### src/hw/rtl/hmfn_pkg.sv
`default_nettype none
package hmfn_pkg;

  localparam int unsigned MAX_GRID_DEF = 1024;
  localparam int unsigned GRID_RESET   = 64;
  localparam int unsigned HEIGHT_W     = 16;
  localparam int unsigned DIFF_W       = HEIGHT_W + 1;
  localparam int unsigned CFG_W        = 11;
  localparam int unsigned COORD_W      = 16;
  localparam int unsigned NORM_W       = 16;
  localparam int unsigned NORM_ONE     = 16384;
  localparam int unsigned MAG_W        = 24;
  localparam int unsigned DATA_W       = 32;
  localparam int unsigned ADDR_W       = 3;

  // register index, taken from paddr above the byte offset
  localparam logic REG_GRID_SIZE = 1'b0;

  typedef struct packed {
    logic signed [NORM_W-1:0] x;
    logic signed [NORM_W-1:0] y;
    logic signed [NORM_W-1:0] z;
  } norm_t;

endpackage
`default_nettype wire

### src/hw/rtl/hmfn_posdiv.sv
`default_nettype none
module hmfn_posdiv #(
  parameter int unsigned IW = 10,
  parameter int unsigned NW = 11
) (
  input  wire logic                            clk,
  input  wire logic                            rst_n,
  input  wire logic                            start,
  input  wire logic [3:0][IW-1:0]              x,
  input  wire logic [NW-1:0]                   n,
  output logic                                 busy,
  output logic [3:0][hmfn_pkg::COORD_W-1:0]    q
);
  import hmfn_pkg::*;

  localparam int unsigned CNT_W = $clog2(COORD_W);

  logic [3:0][NW-1:0]      rem_r;
  logic [3:0][COORD_W-1:0] q_r;
  logic [CNT_W-1:0]        cnt_r;
  logic                    busy_r;
  logic [3:0][NW:0]        rem2;
  logic [3:0]              ge;

  always_comb begin
    for (int l = 0; l < 4; l++) begin
      rem2[l] = {rem_r[l], 1'b0};
      ge[l]   = rem2[l] >= {1'b0, n};
    end
  end

  always_ff @(posedge clk) begin
    if (!rst_n) begin
      busy_r <= 1'b0;
      cnt_r  <= '0;
    end else if (start) begin
      busy_r <= 1'b1;
      cnt_r  <= '0;
      for (int l = 0; l < 4; l++) begin
        rem_r[l] <= NW'(x[l]);
        q_r[l]   <= '0;
      end
    end else if (busy_r) begin
      // one quotient bit per lane and cycle
      for (int l = 0; l < 4; l++) begin
        rem_r[l] <= ge[l] ? NW'(rem2[l] - {1'b0, n}) : NW'(rem2[l]);
        q_r[l]   <= {q_r[l][COORD_W-2:0], ge[l]};
      end
      cnt_r <= cnt_r + 1'b1;
      if (cnt_r == CNT_W'(COORD_W - 1)) begin
        busy_r <= 1'b0;
      end
    end
  end

  assign busy = busy_r;
  assign q    = q_r;
endmodule
`default_nettype wire

### config.mk
export PLATFORM = sky130hd
export DESIGN_NAME = hmfn_posdiv
export DESIGN_NICKNAME = d
export VERILOG_FILES = /design/src/hw/rtl/hmfn_pkg.sv /design/src/hw/rtl/hmfn_posdiv.sv
export SDC_FILE = /design/constraint.sdc
export NUM_CORES = 1
export LEC_CHECK = 0
export BUFFER_PORTS_ARGS = -buffer_cell sky130_fd_sc_hd__buf_2
export CELL_PAD_IN_SITES_DETAIL_PLACEMENT = 0
export CELL_PAD_IN_SITES_GLOBAL_PLACEMENT = 1
export CORE_MARGIN = 8
export CORE_UTILIZATION = 27
export CTS_CLUSTER_SIZE = 28
export DETAILED_ROUTE_END_ITERATION = 10
export GPL_TIMING_DRIVEN = 0
export PLACE_DENSITY = 0.58
export SLEW_MARGIN = 15
export SYNTH_ARGS = -nofsm -noshare
export SYNTH_HDL_FRONTEND = slang
export SYNTH_SLANG_ARGS = --single-unit
### constraint.sdc
create_clock -name clk -period 6 [get_ports clk]
set_clock_uncertainty 0.15 [all_clocks]
set_input_delay 0 -clock clk [delete_from_list [all_inputs] [get_ports clk]]
set_output_delay 0 -clock clk [all_outputs]
set_load 0.05 [all_outputs]
# Word level (Yosys, flattened, before mapping)
# Cells that the tools add are included.
totals:
  regBits: 113
  input_bits: 54
  out_inout_bits: 65
  elab_cells: 38
op_classes:
  n_addsub: 5
  magnitude_cmp: 4
  eq_ne: 1
  n_mux: 10
  bitwise_logic: 1
  n_reduce_logical: 3
op_table:
  columns: ["op", "n"]
  rows:
  - ["$mux 64", 1]
  - ["$ge 12x11->1", 4]
  - ["$mux 11", 4]
  - ["$mux 44", 1]
  - ["$sub 11x11->11", 4]
  - ["$mux 43", 1]
  - ["$add 4x1->4 const B", 1]
  - ["$eq 4x4->1 const B", 1]
  - ["$mux 1", 3]
  - ["$reduce_and 2->1", 1]
  - ["$reduce_bool 2->1", 1]
  - ["$reduce_or 2->1", 1]
  - ["$not 1->1", 1]

# Longest topological paths before layout
depth:
  depth_word: 4
  mapped_depth: 10
  depth_no_buf: 10

# Least setup slack after synthesis
# Ideal clock, no wire load.
synth_path:
  path_kind: "flip-flop to flip-flop"
  start: "register busy_r (netlist: busy)"
  end: "register q_r (netlist bit q[0]) (enable)"
  setup_time_ns: 0.476
  arrival_time_ns: 3.265
  t_required_ns: 5.374
  slack_ns: 2.109
  stages_incl_launch_ff: 2
  synth_period_minus_slack_ns: 3.891
  cell_sequence: "dfxtp_1 o21a_1"
synth_between:
  elab_chain_len: 2
synth_rtl:
  columns: ["item", "line", "text"]
  rows:
  - ["start, declared", "hmfn_posdiv.sv:21", "logic busy_r;"]
  - ["start signal, assigned", "hmfn_posdiv.sv:34", "busy_r <= 1'b0;"]
  - ["start signal, assigned", "hmfn_posdiv.sv:37", "busy_r <= 1'b1;"]
  - ["start signal, assigned", "hmfn_posdiv.sv:51", "busy_r <= 1'b0;"]
  - ["$reduce_bool 2->1 (no source line)", null, null]
  - ["$reduce_and 2->1 (no source line)", null, null]
  - ["end signal, assigned by index", "hmfn_posdiv.sv:47", "q_r[l] <= {q_r[l][COORD_W-2:0], ge[l]};"]
  - ["end, declared", "hmfn_posdiv.sv:19", "logic [3:0][COORD_W-1:0] q_r;"]
# No other way between the ends.
# A chain may end at the register's enable or synchronous reset.

# Worst setup path after layout
layout_path:
  start: "register rem_r (netlist bit rem2[37])"
  end: "register rem_r (netlist bit rem2[43]) (data pin)"
layout_between:
  elab_chain_len: 4
layout_rtl:
  columns: ["item", "line", "text"]
  rows:
  - ["start, declared", "hmfn_posdiv.sv:18", "logic [3:0][NW-1:0] rem_r;"]
  - ["start signal, assigned by index", "hmfn_posdiv.sv:40", "rem_r[l] <= NW'(x[l]);"]
  - ["start signal, assigned by index", "hmfn_posdiv.sv:46", "rem_r[l] <= ge[l] ? NW'(rem2[l] - {1'b0, n}) : NW'(rem2[l]);"]
  - ["$sub 11x11->11 / $ge 12x11->1 (equally long branches)", "hmfn_posdiv.sv:46, hmfn_posdiv.sv:28", null]
  - ["$mux 11 *", "hmfn_posdiv.sv:46", null]
  - ["$mux 44 *", "hmfn_posdiv.sv:43", "end else if (busy_r) begin"]
  - ["$mux 43 *", "hmfn_posdiv.sv:36", "end else if (start) begin"]
# Every way passes the cells marked *; elsewhere a longest branch is shown, timed or not. The select of a mux whose other input is x is not followed.

==> impl_metrics.csv <==
group,metric,value,unit
synth,synth_async_sr_flop_share,0,%
detailed_routing,wire_per_inst,17.8,um
synth,synth_top_flop_cell,"sky130_fd_sc_hd__edfxtp_1",
critical_path,timing.critical_path.to_type,"register",
synth,synthCells,615,
synth,synth_fa_ha_area_share,9.44,%
critical_path,worst_setup_path_start_kind,"register",
finish,filler_cells,2607,
pwr,share_of_total_power_consumed_by_net_switching,32.4,%
pwr,max-vdd-ir-drop,0.128,mV
clock_network,clk_transition_reported_paths,60,ps
place,dpl.cell_count,1064,
pwr,power.static_leakage,3.60,nW
finish,post_route_cells_drive_above_1_share,20.9,%
detailed_routing,vias,5453,
sta,timing.final.crit_period,2770,ps
detailed_routing,routed_wl,20.3,mm
synth,synthTopCellsByArea,"sky130_fd_sc_hd__edfxtp_1 48%, sky130_fd_sc_hd__ha_1 8.3%, sky130_fd_sc_hd__nor2b_1 6.0%",
grt,global_route_overflow,0,
clock_network,post_cts_buffers,0,
place,placedInstanceArea,0.00786,mm^2
detailed_routing,ant_nets,0,
die,ioPinCount,119,
sta,final.period_utilization,46.2,%
synth,syn-mean-instance-area,11.1,um^2
pwr,clock_network_fraction_of_design_power,38.8,%
sta,timing.slew.headroom,46.8,%
die,rows,58,
finish,area.growth.synth_to_final,30.1,%
critical_path,regToRegStartpoint,"rem2[37]$_DFFE_PP_",
finish,fin_nets,897,
critical_path,max_stage_delay,490,ps
die,core_region_area,0.0250,mm^2
critical_path,critical_path.n_buffers_inverters,1,
place,io_buffers,117,
clock_network,cts_tree,"done",
hold_path,hold_class,"in2reg",
grt,grt_usage,13.4,%
sta,finalSetupTns,0,ps
clock_network,clk_path_buf_depth,2,
critical_path,path_cells,"fa_1 -> o211ai_1 -> a21oi_1 -> o2111ai_1 -> o2111ai_1 -> nand2_1 -> inv_1 -> a221o_1",
clock_network,cts-htree-levels,4,
detailed_routing,drc_errors,0,
synth,synth_compound_area_share,15.1,%
synth,synth_xor_area_share,3.73,%
grt,global_route_wire_length_before_repair,31.7,mm
synth,syn-cell-area,0.00681,mm^2
clock_network,clockRootBuffer,"sky130_fd_sc_hd__clkbuf_16",
critical_path,critical-path-slowest-cell,"sky130_fd_sc_hd__fa_1",
detailed_routing,detail_route.first_pass.iterations,5,
pwr,ratio_of_total_power_to_cell_area,299,mW/mm^2
sta,finalHoldWorstSlack,23.1,ps
flow_run,max_cap_violations,0,
detailed_routing,drt_iter0_drc,310,
critical_path,critPathMaxFanout,4,
critical_path,criticalPathCategory,"reg2reg",
outcome,status,"complete, no violations",
synth,synthesis.nets,718,
die,dieWidth,175,um
synth,synth.mux.area_fraction,4.12,%
sta,fmax,360,MHz
pwr,power.internal,1.79,mW
critical_path,worst_ep_arrival_time,2790,ps
grt,grt_start_max_net_pins,50,
die,die_area,0.0306,mm^2
sta,final_max_slew_viol_count,0,
place,dpl_worst_slack,2970,ps
synth,synth_simple_gate_area_share,15.6,%
critical_path,startpoint,"rem2[37]$_DFFE_PP_",
pwr,combinationalPowerShare,24.6,%
place,place.gp.congestion,0.801,
clock_network,cts_made_buffers,17,
grt,number_of_global_route_vias_before_repair,5578,
sta,final_hold_viol_count,0,
pwr,seq_power_share,36.7,%
synth,yosysSeqAreaShare,49.1,%
pwr,switchingPower,0.859,mW
synth,dominant_combinational_cell_family_by_area_after_synthesis,"simple AND/OR/NAND/NOR gates",
die,initial_core_util,27.3,%
finish,stdcell_count,1137,
finish,layout.core_utilization,35.5,%
clock_network,cts-resized-gates,0,
clock_network,worstSkewPairLatency,420,ps
synth,synth-edff-count,108,
critical_path,worst_path_most_repeated_cell,"sky130_fd_sc_hd__o2111ai_1",
critical_path,required,6020,ps
clock_network,cts.sinks,113,
pwr,totalPowerFinal,2.65,mW
synth,ys_ff_latch,113,
sta,postLayoutSetupSlackWorst,3230,ps
synth,synth-warning-count,0,
die,dieHeight,175,um
grt,grt_antenna_before_repair,0,
sta,worstMarginPinSlew,798,ps
synth,synth_top_cell_by_area,"sky130_fd_sc_hd__edfxtp_1",
finish,fin_area,0.00886,mm^2
hold_path,hold_start,"start",
critical_path,crit_family,"compound AO/OA/AOI/OAI gates",
detailed_routing,via_per_inst,4.80,
synth,netlist_cell_types,55,
synth,synth_top_area_share,47.6,%
place,place_hpwl,14.6,mm
sta,timing.final.setup_violations,0,
sta,grt_setup_unrepaired,"false",
finish,n_antenna_cell,0,
-- cells in the mapped netlist, drive strengths merged (4+ instances only) --
master and number:
a22o 4, ha 45, xnor2 17, and2 4
nor2 52, fa 4, a221o 8, xor2 12
nor2b 65, a211oi 13, nand4b 4, buf 8
a21oi 40, nand4 8, nor3 9, mux2i 28
nand3 4, o211ai 4, o31ai 5, dfxtp 5
nor3b 8, o21ai 29, o2111ai 8, and3 4
nand2 30, a21o 8, edfxtp 108, inv 19
clkbuf 18, or2 4, o21a 10
-- cell type report --
type	count	area, um^2	area share (%)
clock buffers	17	425	4.80
clock inverters	15	164	1.85
repair buffers	160	1040	11.8
multi-input cells	457	3270	36.9
flip-flops and latches	113	3340	37.7
well taps	330	413	4.66
plain buffers	26	133	1.50
inverters	19	71.3	0.805
-- flip-flops by register name, indices dropped and copies added, names as in the netlist --
register and cells:
rem2 44, q 64, cnt_r 4, busy 1
-- routing by layer --
layer  wire length, um  track usage [%]
met1              9930             17.9
met2              9310             21.2
met3               768             2.74
met4               263             4.31
met5                 0                0
-- power groups by stage --
stage	clock (mW)	combinational [mW]	sequential [mW]
final	1.03	0.651	0.971
after global routing	1.08	0.720	0.977
after CTS	1.05	0.658	0.971
after detailed placement	0	0.634	0.987
after global placement	0	0.628	0.996
after floorplan	0	0.381	1.08
-- worst min-delay path: cells and delay by family --
family                 cells  cell delay [ps]
buffers and inverters      2              280
AND/OR/NAND/NOR            1              180
-- final timing paths --
path	end	slack, ps	depth (start not counted)
max	rem2[43]$_DFFE_PP_	3230	8
min	q[0]$_SDFFCE_PP0P_	20	3
max reg2reg	rem2[43]$_DFFE_PP_	3230	8
min reg2reg	cnt_r[3]$_SDFFE_PP0P_	370	2
-- cell usage in the layout, fill, tap and decap left out, types with 8 or more instances in the layout --
cell type	instances
sky130_fd_sc_hd__o21ai_0	29
sky130_fd_sc_hd__nor3b_1	8
sky130_fd_sc_hd__o21a_1	9
sky130_fd_sc_hd__nor2b_1	65
sky130_fd_sc_hd__o2111ai_1	8
sky130_fd_sc_hd__nor2_1	52
sky130_fd_sc_hd__nor3_1	9
sky130_fd_sc_hd__clkbuf_1	15
sky130_fd_sc_hd__a221o_1	8
sky130_fd_sc_hd__a21oi_1	40
sky130_fd_sc_hd__dlygate4sd3_1	41
sky130_fd_sc_hd__edfxtp_1	108
sky130_fd_sc_hd__buf_2	118
sky130_fd_sc_hd__clkbuf_16	17
sky130_fd_sc_hd__xnor2_1	17
sky130_fd_sc_hd__a211oi_1	12
sky130_fd_sc_hd__inv_1	19
sky130_fd_sc_hd__xor2_1	12
sky130_fd_sc_hd__nand4_1	8
sky130_fd_sc_hd__mux2i_1	28
sky130_fd_sc_hd__nand2_1	30
sky130_fd_sc_hd__ha_1	45
-- kinds of logic after synthesis --
logic type	count (synthesis)
multiplexers	28
flip-flops	113
buffers and inverters	45
XOR/XNOR	29
AO/OA/AOI/OAI	151
adder cells (fa/ha/maj)	49
AND/OR/NAND/NOR	200
-- timing repair --
action / 4_1_cts / 5_1_grt
hold buffers: 41 / 0
hold endpoints to repair: 66 / 0
setup endpoints to repair: 0 / 0
No activity file was read; power rests on OpenSTA's default activity.
