## config.mk

```make
export PLATFORM = sky130hd
export DESIGN_NAME = hmfn_normal
export DESIGN_NICKNAME = d
export VERILOG_FILES = /design/src/hw/rtl/hmfn_pkg.sv /design/src/hw/rtl/hmfn_normal.sv
export SDC_FILE = /design/constraint.sdc
export NUM_CORES = 2
export LEC_CHECK = 0
export BUFFER_PORTS_ARGS = -buffer_cell sky130_fd_sc_hd__buf_2
export CORE_MARGIN = 4
export CORE_UTILIZATION = 30
export CTS_BUF_LIST = sky130_fd_sc_hd__clkbuf_2 sky130_fd_sc_hd__clkbuf_4 sky130_fd_sc_hd__clkbuf_8
export CTS_CLUSTER_SIZE = 20
export DETAILED_ROUTE_END_ITERATION = 8
export PLACE_DENSITY = 0.41
export SKIP_LAST_GASP = 1
export SLEW_MARGIN = 20
export SYNTH_ARGS = -nofsm -noshare
export SYNTH_HDL_FRONTEND = slang
export SYNTH_SLANG_ARGS = --single-unit
```

## constraint.sdc

```tcl
create_clock -name clk -period 17 [get_ports clk]
set_input_delay 1.7 -clock clk [delete_from_list [all_inputs] [get_ports clk]]
set_output_delay 1.7 -clock clk [all_outputs]
set_load 0.01 [all_outputs]
```

## src/hw/rtl/hmfn_pkg.sv

```systemverilog
`default_nettype none
package hmfn_pkg;

  localparam int unsigned MAX_GRID_DEF = 1024;
  localparam int unsigned GRID_RESET   = 64;
  localparam int unsigned HEIGHT_W     = 16;
  localparam int unsigned DIFF_W       = HEIGHT_W + 1;
  localparam int unsigned CFG_W        = 11;
  localparam int unsigned COORD_W      = 16;
  localparam int unsigned NORM_W       = 16;
  localparam int unsigned NORM_ONE     = 16384;
  localparam int unsigned MAG_W        = 24;
  localparam int unsigned DATA_W       = 32;
  localparam int unsigned ADDR_W       = 3;

  // register index, taken from paddr above the byte offset
  localparam logic REG_GRID_SIZE = 1'b0;

  typedef struct packed {
    logic signed [NORM_W-1:0] x;
    logic signed [NORM_W-1:0] y;
    logic signed [NORM_W-1:0] z;
  } norm_t;

endpackage
`default_nettype wire

```

## src/hw/rtl/hmfn_normal.sv

```systemverilog
`default_nettype none
module hmfn_normal #(
  parameter int unsigned NW = 11
) (
  input  wire logic                               clk,
  input  wire logic                               rst_n,
  input  wire logic                               start,
  input  wire logic signed [hmfn_pkg::DIFF_W-1:0] d0,
  input  wire logic signed [hmfn_pkg::DIFF_W-1:0] d1,
  input  wire logic [NW-1:0]                      n,
  output logic                                    done,
  output hmfn_pkg::norm_t                         norm
);
  import hmfn_pkg::*;

  localparam int unsigned PW   = DIFF_W + NW + 1;
  localparam int unsigned MW   = PW - 1;
  localparam int unsigned KMAX = (MW > MAG_W) ? MW - MAG_W : 0;
  localparam int unsigned KSW  = $clog2(KMAX + 2);
  localparam int unsigned SQ_W = 2 * MAG_W;
  localparam int unsigned LEN_W = SQ_W + 2;
  localparam int unsigned ROOT_STEPS = 32;

  localparam logic [2:0] NS_IDLE  = 3'd0;
  localparam logic [2:0] NS_MUL   = 3'd1;
  localparam logic [2:0] NS_SHIFT = 3'd2;
  localparam logic [2:0] NS_SQ    = 3'd3;
  localparam logic [2:0] NS_ROOT  = 3'd4;
  localparam logic [2:0] NS_TSET  = 3'd5;
  localparam logic [2:0] NS_DINIT = 3'd6;
  localparam logic [2:0] NS_DIV   = 3'd7;

  logic [2:0]               st_r;
  logic signed [DIFF_W-1:0] d0_r, d1_r;
  logic [NW-1:0]            n_r;
  logic signed [PW-1:0]     c0_r, c1_r;
  logic [MAG_W-1:0]         mag_r [3];
  logic [1:0]               neg_r;
  logic [SQ_W-1:0]          sq_r;
  logic [LEN_W-1:0]         len_r;
  logic [4:0]               cnt_r;
  logic [63:0]              v_r, r_r, bit_r;
  logic [31:0]              t_r;
  logic [1:0]               comp_r;
  logic [47:0]              rem_r, dsh_r;
  logic [NORM_W-1:0]        q_r;
  logic signed [NORM_W-1:0] res_r [3];
  logic                     done_r;

  logic [MW-1:0]     ma0, ma1, m;
  logic [KSW-1:0]    ksel;
  logic [63:0]       rb;
  logic              ge;
  logic [NORM_W-1:0] qn, qc;
  logic              neg_c;

  always_comb begin
    ma0 = c0_r[PW-1] ? MW'(-c0_r) : MW'(c0_r);
    ma1 = c1_r[PW-1] ? MW'(-c1_r) : MW'(c1_r);
    m   = MW'(NORM_ONE);
    if (ma0 > m) m = ma0;
    if (ma1 > m) m = ma1;
    // least shift that brings the largest magnitude below 2^24
    ksel = '0;
    for (int kk = KMAX; kk >= 0; kk--) begin
      if ((64'(m) >> kk) < (64'd1 << MAG_W)) ksel = KSW'(kk);
    end
    rb    = r_r + bit_r;
    ge    = rem_r >= dsh_r;
    qn    = {q_r[NORM_W-2:0], ge};
    qc    = (qn > NORM_W'(NORM_ONE)) ? NORM_W'(NORM_ONE) : qn;
    neg_c = (comp_r == 2'd2) ? 1'b0 : neg_r[comp_r[0]];
  end

  always_ff @(posedge clk) begin
    if (!rst_n) begin
      st_r   <= NS_IDLE;
      done_r <= 1'b0;
      cnt_r  <= '0;
      comp_r <= '0;
    end else begin
      done_r <= (st_r == NS_DIV) && (cnt_r == 5'(NORM_W - 1)) && (comp_r == 2'd2);
      case (st_r)
        NS_IDLE: begin
          if (start) begin
            d0_r <= d0;
            d1_r <= d1;
            n_r  <= n;
            st_r <= NS_MUL;
          end
        end
        NS_MUL: begin
          c0_r <= d0_r * $signed({1'b0, n_r});
          c1_r <= d1_r * $signed({1'b0, n_r});
          st_r <= NS_SHIFT;
        end
        NS_SHIFT: begin
          mag_r[0] <= MAG_W'(ma0 >> ksel);
          mag_r[1] <= MAG_W'(ma1 >> ksel);
          mag_r[2] <= MAG_W'(NORM_ONE) >> ksel;
          neg_r    <= {c1_r[PW-1], c0_r[PW-1]};
          len_r    <= '0;
          cnt_r    <= '0;
          st_r     <= NS_SQ;
        end
        NS_SQ: begin
          // square one component, accumulate the previous square
          if (cnt_r < 5'd3) begin
            sq_r <= mag_r[cnt_r[1:0]] * mag_r[cnt_r[1:0]];
          end
          if (cnt_r != 5'd0) begin
            len_r <= len_r + LEN_W'(sq_r);
          end
          if (cnt_r == 5'd3) begin
            v_r   <= {LEN_W'(len_r + LEN_W'(sq_r)), 12'b0};
            r_r   <= '0;
            bit_r <= 64'd1 << 62;
            cnt_r <= '0;
            st_r  <= NS_ROOT;
          end else begin
            cnt_r <= cnt_r + 1'b1;
          end
        end
        NS_ROOT: begin
          if (v_r >= rb) begin
            v_r <= v_r - rb;
            r_r <= (r_r >> 1) + bit_r;
          end else begin
            r_r <= r_r >> 1;
          end
          bit_r <= bit_r >> 2;
          cnt_r <= cnt_r + 1'b1;
          if (cnt_r == 5'(ROOT_STEPS - 1)) begin
            st_r <= NS_TSET;
          end
        end
        NS_TSET: begin
          t_r    <= (r_r == 64'd0) ? 32'd1 : r_r[31:0];
          comp_r <= '0;
          st_r   <= NS_DINIT;
        end
        NS_DINIT: begin
          rem_r <= 48'({mag_r[comp_r], 21'b0}) + 48'(t_r);
          dsh_r <= {t_r, 16'b0};
          q_r   <= '0;
          cnt_r <= '0;
          st_r  <= NS_DIV;
        end
        NS_DIV: begin
          if (ge) begin
            rem_r <= rem_r - dsh_r;
          end
          q_r   <= qn;
          dsh_r <= dsh_r >> 1;
          cnt_r <= cnt_r + 1'b1;
          if (cnt_r == 5'(NORM_W - 1)) begin
            res_r[comp_r] <= neg_c ? -$signed(qc) : $signed(qc);
            if (comp_r == 2'd2) begin
              st_r <= NS_IDLE;
            end else begin
              comp_r <= comp_r + 1'b1;
              st_r   <= NS_DINIT;
            end
          end
        end
        default: st_r <= NS_IDLE;
      endcase
    end
  end

  assign done   = done_r;
  assign norm.x = res_r[0];
  assign norm.y = res_r[1];
  assign norm.z = res_r[2];
endmodule
`default_nettype wire

```

## After elaboration in Yosys (flattened, before gate mapping)

Memory sizes are Yosys's and may differ from the RTL's. A register that Yosys moved wholly into a read port is not among the register bits.
Cells that the tools add are included.

- Bits in registers: 549
- Memory bits (writable): 120
- Memories kept: 2

Memory list:

| name | depth | bits a word | read ports | clocked after memory_dff | wr ports | line | RTL |
|---|---|---|---|---|---|---|---|
| mag_r | 3 | 24 | 2 | 2 | 3 | hmfn_normal.sv:37 | `logic [MAG_W-1:0] mag_r [3];` |
| res_r | 3 | 16 | 3 | 0 | 1 | hmfn_normal.sv:47 | `logic signed [NORM_W-1:0] res_r [3];` |

- Add/sub/neg operators: 11
- Multiply operators: 3
- Order comparisons: 12
- Eq/ne operators: 19
- Shifts and indexed selects: 3
- Multiplexer cells: 50
- Reduce and logical (&&, ||, !) cells: 24

Operators by type and width:

| operator | number |
|---|---|
| $pmux W64 S2 | 3 |
| $mux W64 | 5 |
| $pmux W48 S2 | 2 |
| $mux W28 | 4 |
| $pmux W50 S2 | 1 |
| $add A63 B64 Y64 | 1 |
| $add A64 B64 Y64 | 1 |
| $ge A64 B64 Y1 | 1 |
| $logic_not A64 Y1 | 1 |
| $sub A64 B64 Y64 | 1 |
| $mul A17 B12 Y29 | 2 |
| $neg A28 Y28 | 2 |
| $shr A28 B3 Y24 | 2 |
| $add A50 B48 Y50 | 1 |
| $mux W50 | 1 |
| $ge A48 B48 Y1 | 1 |
| $mul A24 B24 Y48 | 1 |
| $mux W48 | 1 |
| $sub A48 B48 Y48 | 1 |
| $add A45 B32 Y46 | 1 |
| $mux W16 | 2 |
| $mux W3 | 10 |
| $pmux W15 S2 | 1 |
| $gt A28 B15 Y1 const B | 1 |
| 37 further kinds | 75 |

## Depth between registers and ports, before layout

- Word-level depth: 13
- Gate-level depth with buffers: 36
- Mapped depth without buffers: 32

## Worst setup path after synthesis

Ideal clock, no wire load.

- Path type: register to register
- Start: register r_r[2]
- End: register v_r[0], enable pin
- Library setup time: 0.584 ns
- Arrival time: 10.329 ns
- Data required time: 16.416 ns
- Path slack: 6.087 ns
- Cell stages (with the launch flop): 26
- Path buffers: 1
- Period minus slack after synthesis: 10.913 ns
- Cell sequence: edfxtp_1 > ha_1 > a31oi_1 > a211oi_1 > a31oi_1 > o31ai_1 > o31a_1 > a21boi_1 > o21ai_0 > a211oi_1 > o21bai_1 > a31o_2 > a31oi_1 > xor2_1 > ha_1 > nand2_1 > or4_1 > nor3_1 > nand2_1 > nor4_1 > a311oi_1 > o21a_1 > o21ai_0 > clkbuf_1 > nand2_1 > a21boi_0

- Word-level cells in the longest chain between the ends: 4

RTL lines:

| element | line | RTL |
|---|---|---|
| start, declared | hmfn_normal.sv:42 | `logic [63:0] v_r, r_r, bit_r;` |
| start signal, assigned | hmfn_normal.sv:127 | `r_r <= (r_r >> 1) + bit_r;` |
| start signal, assigned | hmfn_normal.sv:129 | `r_r <= r_r >> 1;` |
| $add A64 B64 Y64 | hmfn_normal.sv:68 | `rb = r_r + bit_r;` |
| $ge A64 B64 Y1 | hmfn_normal.sv:125 | `if (v_r >= rb) begin` |
| $ne A2 B2 Y1 (no source line) | -- |  |
| $reduce_and A4 Y1 (no source line) | -- |  |
| end signal, assigned | hmfn_normal.sv:115 | `v_r <= {LEN_W'(len_r + LEN_W'(sq_r)), 12'b0};` |
| end signal, assigned | hmfn_normal.sv:126 | `v_r <= v_r - rb;` |
| end, declared | hmfn_normal.sv:42 |  |

No other way between the ends.
A chain may end at the register's enable or synchronous reset.

==> key figures <==
Synth
  – Post-synth EDFFs: 609
  – Netlist cell types: 88
  – Synth warn: 0
  – Avg Inst Size Synth: around 9.5 um^2
  – XOR/XNOR share of the synthesized area: between 5 and 6%
  – Area share of the leading cell type in the synthesized netlist: 26.4%
  – Top_reg_cell synth: edfxtp_1
  – Post-synthesis mux area share: 2.04%
  – Synth Area in Simple Gates: 13.7%
  – Register area share after synthesis: 26.8%
  – Largest family of logic cells by synthesized area: adder cells
  – Post-synthesis cell count: 7302
  – Synth Register Bits: between 600 and 700
  – Synth area leaders: edfxtp_1, fa_1, ha_1
  – Most common cell in the synthesized netlist: inv_1
  – Area share of fa/ha/maj cells after synthesis: 32.4%
  – Post-synth top area cell: edfxtp_1
  – Mapped cell area: 69300 um^2
  – Synth Area in Compound Gates: 11.5%
  – Commonest cells in the netlist: inv_1, fa_1, nand2_1
  – Async SR Flop Fraction: 0%

Clock network
  – CTS tree: yes
  – CTS H-tree depth: 4
  – Setup Buffers After CTS: 0
  – Clock sinks: 624
  – Clock tree buffer depth: 3
  – Root Driver: clkbuf_8
  – CTS buffer count: around 130
  – Post_cts resized: 0
  – Reg clk slew, reported paths: 0.07 ns
  – Clock Latency Late Sink: between 0.8 and 0.9 ns
  – Cts hold-fix bufs: 0

STA
  – Setup tns final: 0 ns
  – Slew margin rel.: 23.6%
  – Hold violation total from the final report: 0
  – Worst Max-Slew Pin Slew: 1.14 ns
  – Fin. max-slew vios: 0
  – RSZ-0062 raised after global routing: false
  – # setup viols final: 0
  – Fmax achieved: 0.106 GHz
  – Final Skew: 0.0936 ns
  – Final Critical Period: ~9.4 ns
  – Period utilisation layout: 55.4%

Global routing
  – First-pass GRT wire length: 321000 um
  – Largest net degree at the start of global routing: 79
  – Gr ovfl total: 0
  – GRT Util Overall: 17.3%
  – Initial antenna violation count: 3
  – Vias in the first global route: 53400

Routing
  – Via count: approximately 50000
  – DR vias/cell: 4.83
  – Top routing layer in use: met5
  – M1 WL: 94800 um
  – DRC viols: 0
  – Detail Route met3 WL: 6290 um
  – Routed Wire Length: 205000 um
  – Antenna viol nets, final: 0
  – WL/cell: 19.7 um
  – DR iter-0 viols: 2550
  – DRT Pass-1 Iters: 5
  – Routed wl met2: a little under 100000 um

Place
  – HPWL Detailed: about 160000 um
  – Port buffer count: between 90 and 100
  – RePlAce Congestion: 0.841

Job
  – Max-cap viol count: 0

Setup path
  – CP Capture Type: flip-flop
  – Crit path largest cell delay: 0.68 ns
  – Top delay family on crit path: adder cells
  – Worst Path Buf+Inv: 9
  – Critical Path Start Type: flip-flop
  – Worst setup path class: flip-flop to flip-flop
  – Slowest library cell on the worst path: o21a_1
  – WP data required: 17.60 ns
  – Worst Path Arrival: roughly 10 ns
  – Worst Path Max Fanout: 23

Floorplanning
  – Die outline width: 489 um
  – Die H: a little under 500 um
  – Die ar.: 239000 um^2
  – Core ar.: 230000 um^2
  – Row cnt: 176
  – Initial cell density of the core: 30.1%
  – I/O Pins: 97

Finish
  – Area added between synthesis and finish: 9.14%
  – Layout Utilization: 32.9%
  – Layout cells sized above 1: 6.02%
  – Fill cells: 23900
  – Post-layout nets: 8661

Min path
  – Worst hold path class: flip-flop to flip-flop

Run status
  – Status: finished clean
## layout make-up
type	count	area, um^2	area share (%)
Antenna cell	4	10.0	0.0132
Clock buffer	176	2150	2.85
Inverter	1164	4370	5.78
Tap cell	3026	3790	5.01
Multi-Input combinational cell	5202	45300	59.8
Timing Repair Buffer	152	908	1.20
Clock inverter	54	562	0.743
Sequential cell	624	18600	24.6
## layout by cell type (no fill, tap or decap), types with 28 or more instances in the layout
master / n
a211oi_1: 51
a21o_1: 130
a21oi_1: 353
a31oi_1: 80
and2_1: 250
and3_1: 60
buf_2: 96
buf_4: 55
clkbuf_4: 43
clkbuf_8: 133
clkinv_1: 28
edfxtp_1: 609
fa_1: 765
ha_1: 572
inv_1: 1154
mux2i_1: 129
nand2_1: 724
nand2b_1: 49
nand3_1: 73
nand4_1: 63
nor2_1: 520
nor2b_1: 66
nor3_1: 63
nor4_1: 28
o21a_1: 48
o21ai_0: 301
o21bai_1: 55
o31ai_1: 38
or3_1: 32
xnor2_1: 241
xor2_1: 191
## kinds of logic after synthesis
kind of cell	Yosys count
XOR/XNOR	433
buffers and inverters	1478
AO/OA/AOI/OAI	1264
flip-flops	624
adder cells (fa/ha/maj)	1337
multiplexers	139
other	1
AND/OR/NAND/NOR	2026
## state kept, by name, indices dropped and copies added, names as in the netlist, 2 cells and up, named ones only
signal	count
r_r	64
v_r	64
mag_r	56
len_r	50
dsh_r	48
rem_r	48
res_r	48
sq_r	47
bit_r	32
t_r	32
c0_r	29
c1_r	29
d0_r	17
d1_r	17
q_r	15
n_r	11
cnt_r	5
st_r	3
comp_r	2
neg_r	2
## stage by stage
step | hold WS, ns | area [um^2] | cells | worst slack (ns)
after global routing | 0.519 | 75600 | 10400 | 7.03
after floorplan | 0.424 | 69300 | 7304 | 6.09
after detailed placement | 0.539 | 72900 | 10200 | 7.66
after CTS | 0.521 | 75600 | 10400 | 7.61
after global placement | 0.533 | 72900 | 10200 | 6.71
final | 0.520 | 75600 | 10400 | 7.58
## worst min-delay path: stages, from the launching register on
cell      delay [ns]
edfxtp_1        0.31
inv_1           0.05
nor2_1          0.09
## routing by layer
metal  global-route usage [%]  vias up
met4                     4.46        2
met5                        0        -
met1                     23.0    25100
li1                         -    24200
met2                     29.6      758
met3                     2.24      241
## worst paths after layout
path,depth (start not counted),from,slack (ns),end
worst max register to register,33,flip-flop,7.58,sq_r[47]
worst max-delay path,33,flip-flop,7.58,sq_r[47]
worst min-delay path,2,dsh_r[10],0.52,dsh_r[9]
worst min register to register,2,dsh_r[10],0.52,dsh_r[9]
Power is left out: the tool's default activity adds up to more than one toggle a clock period on the data nets, which glitch-free logic cannot reach.
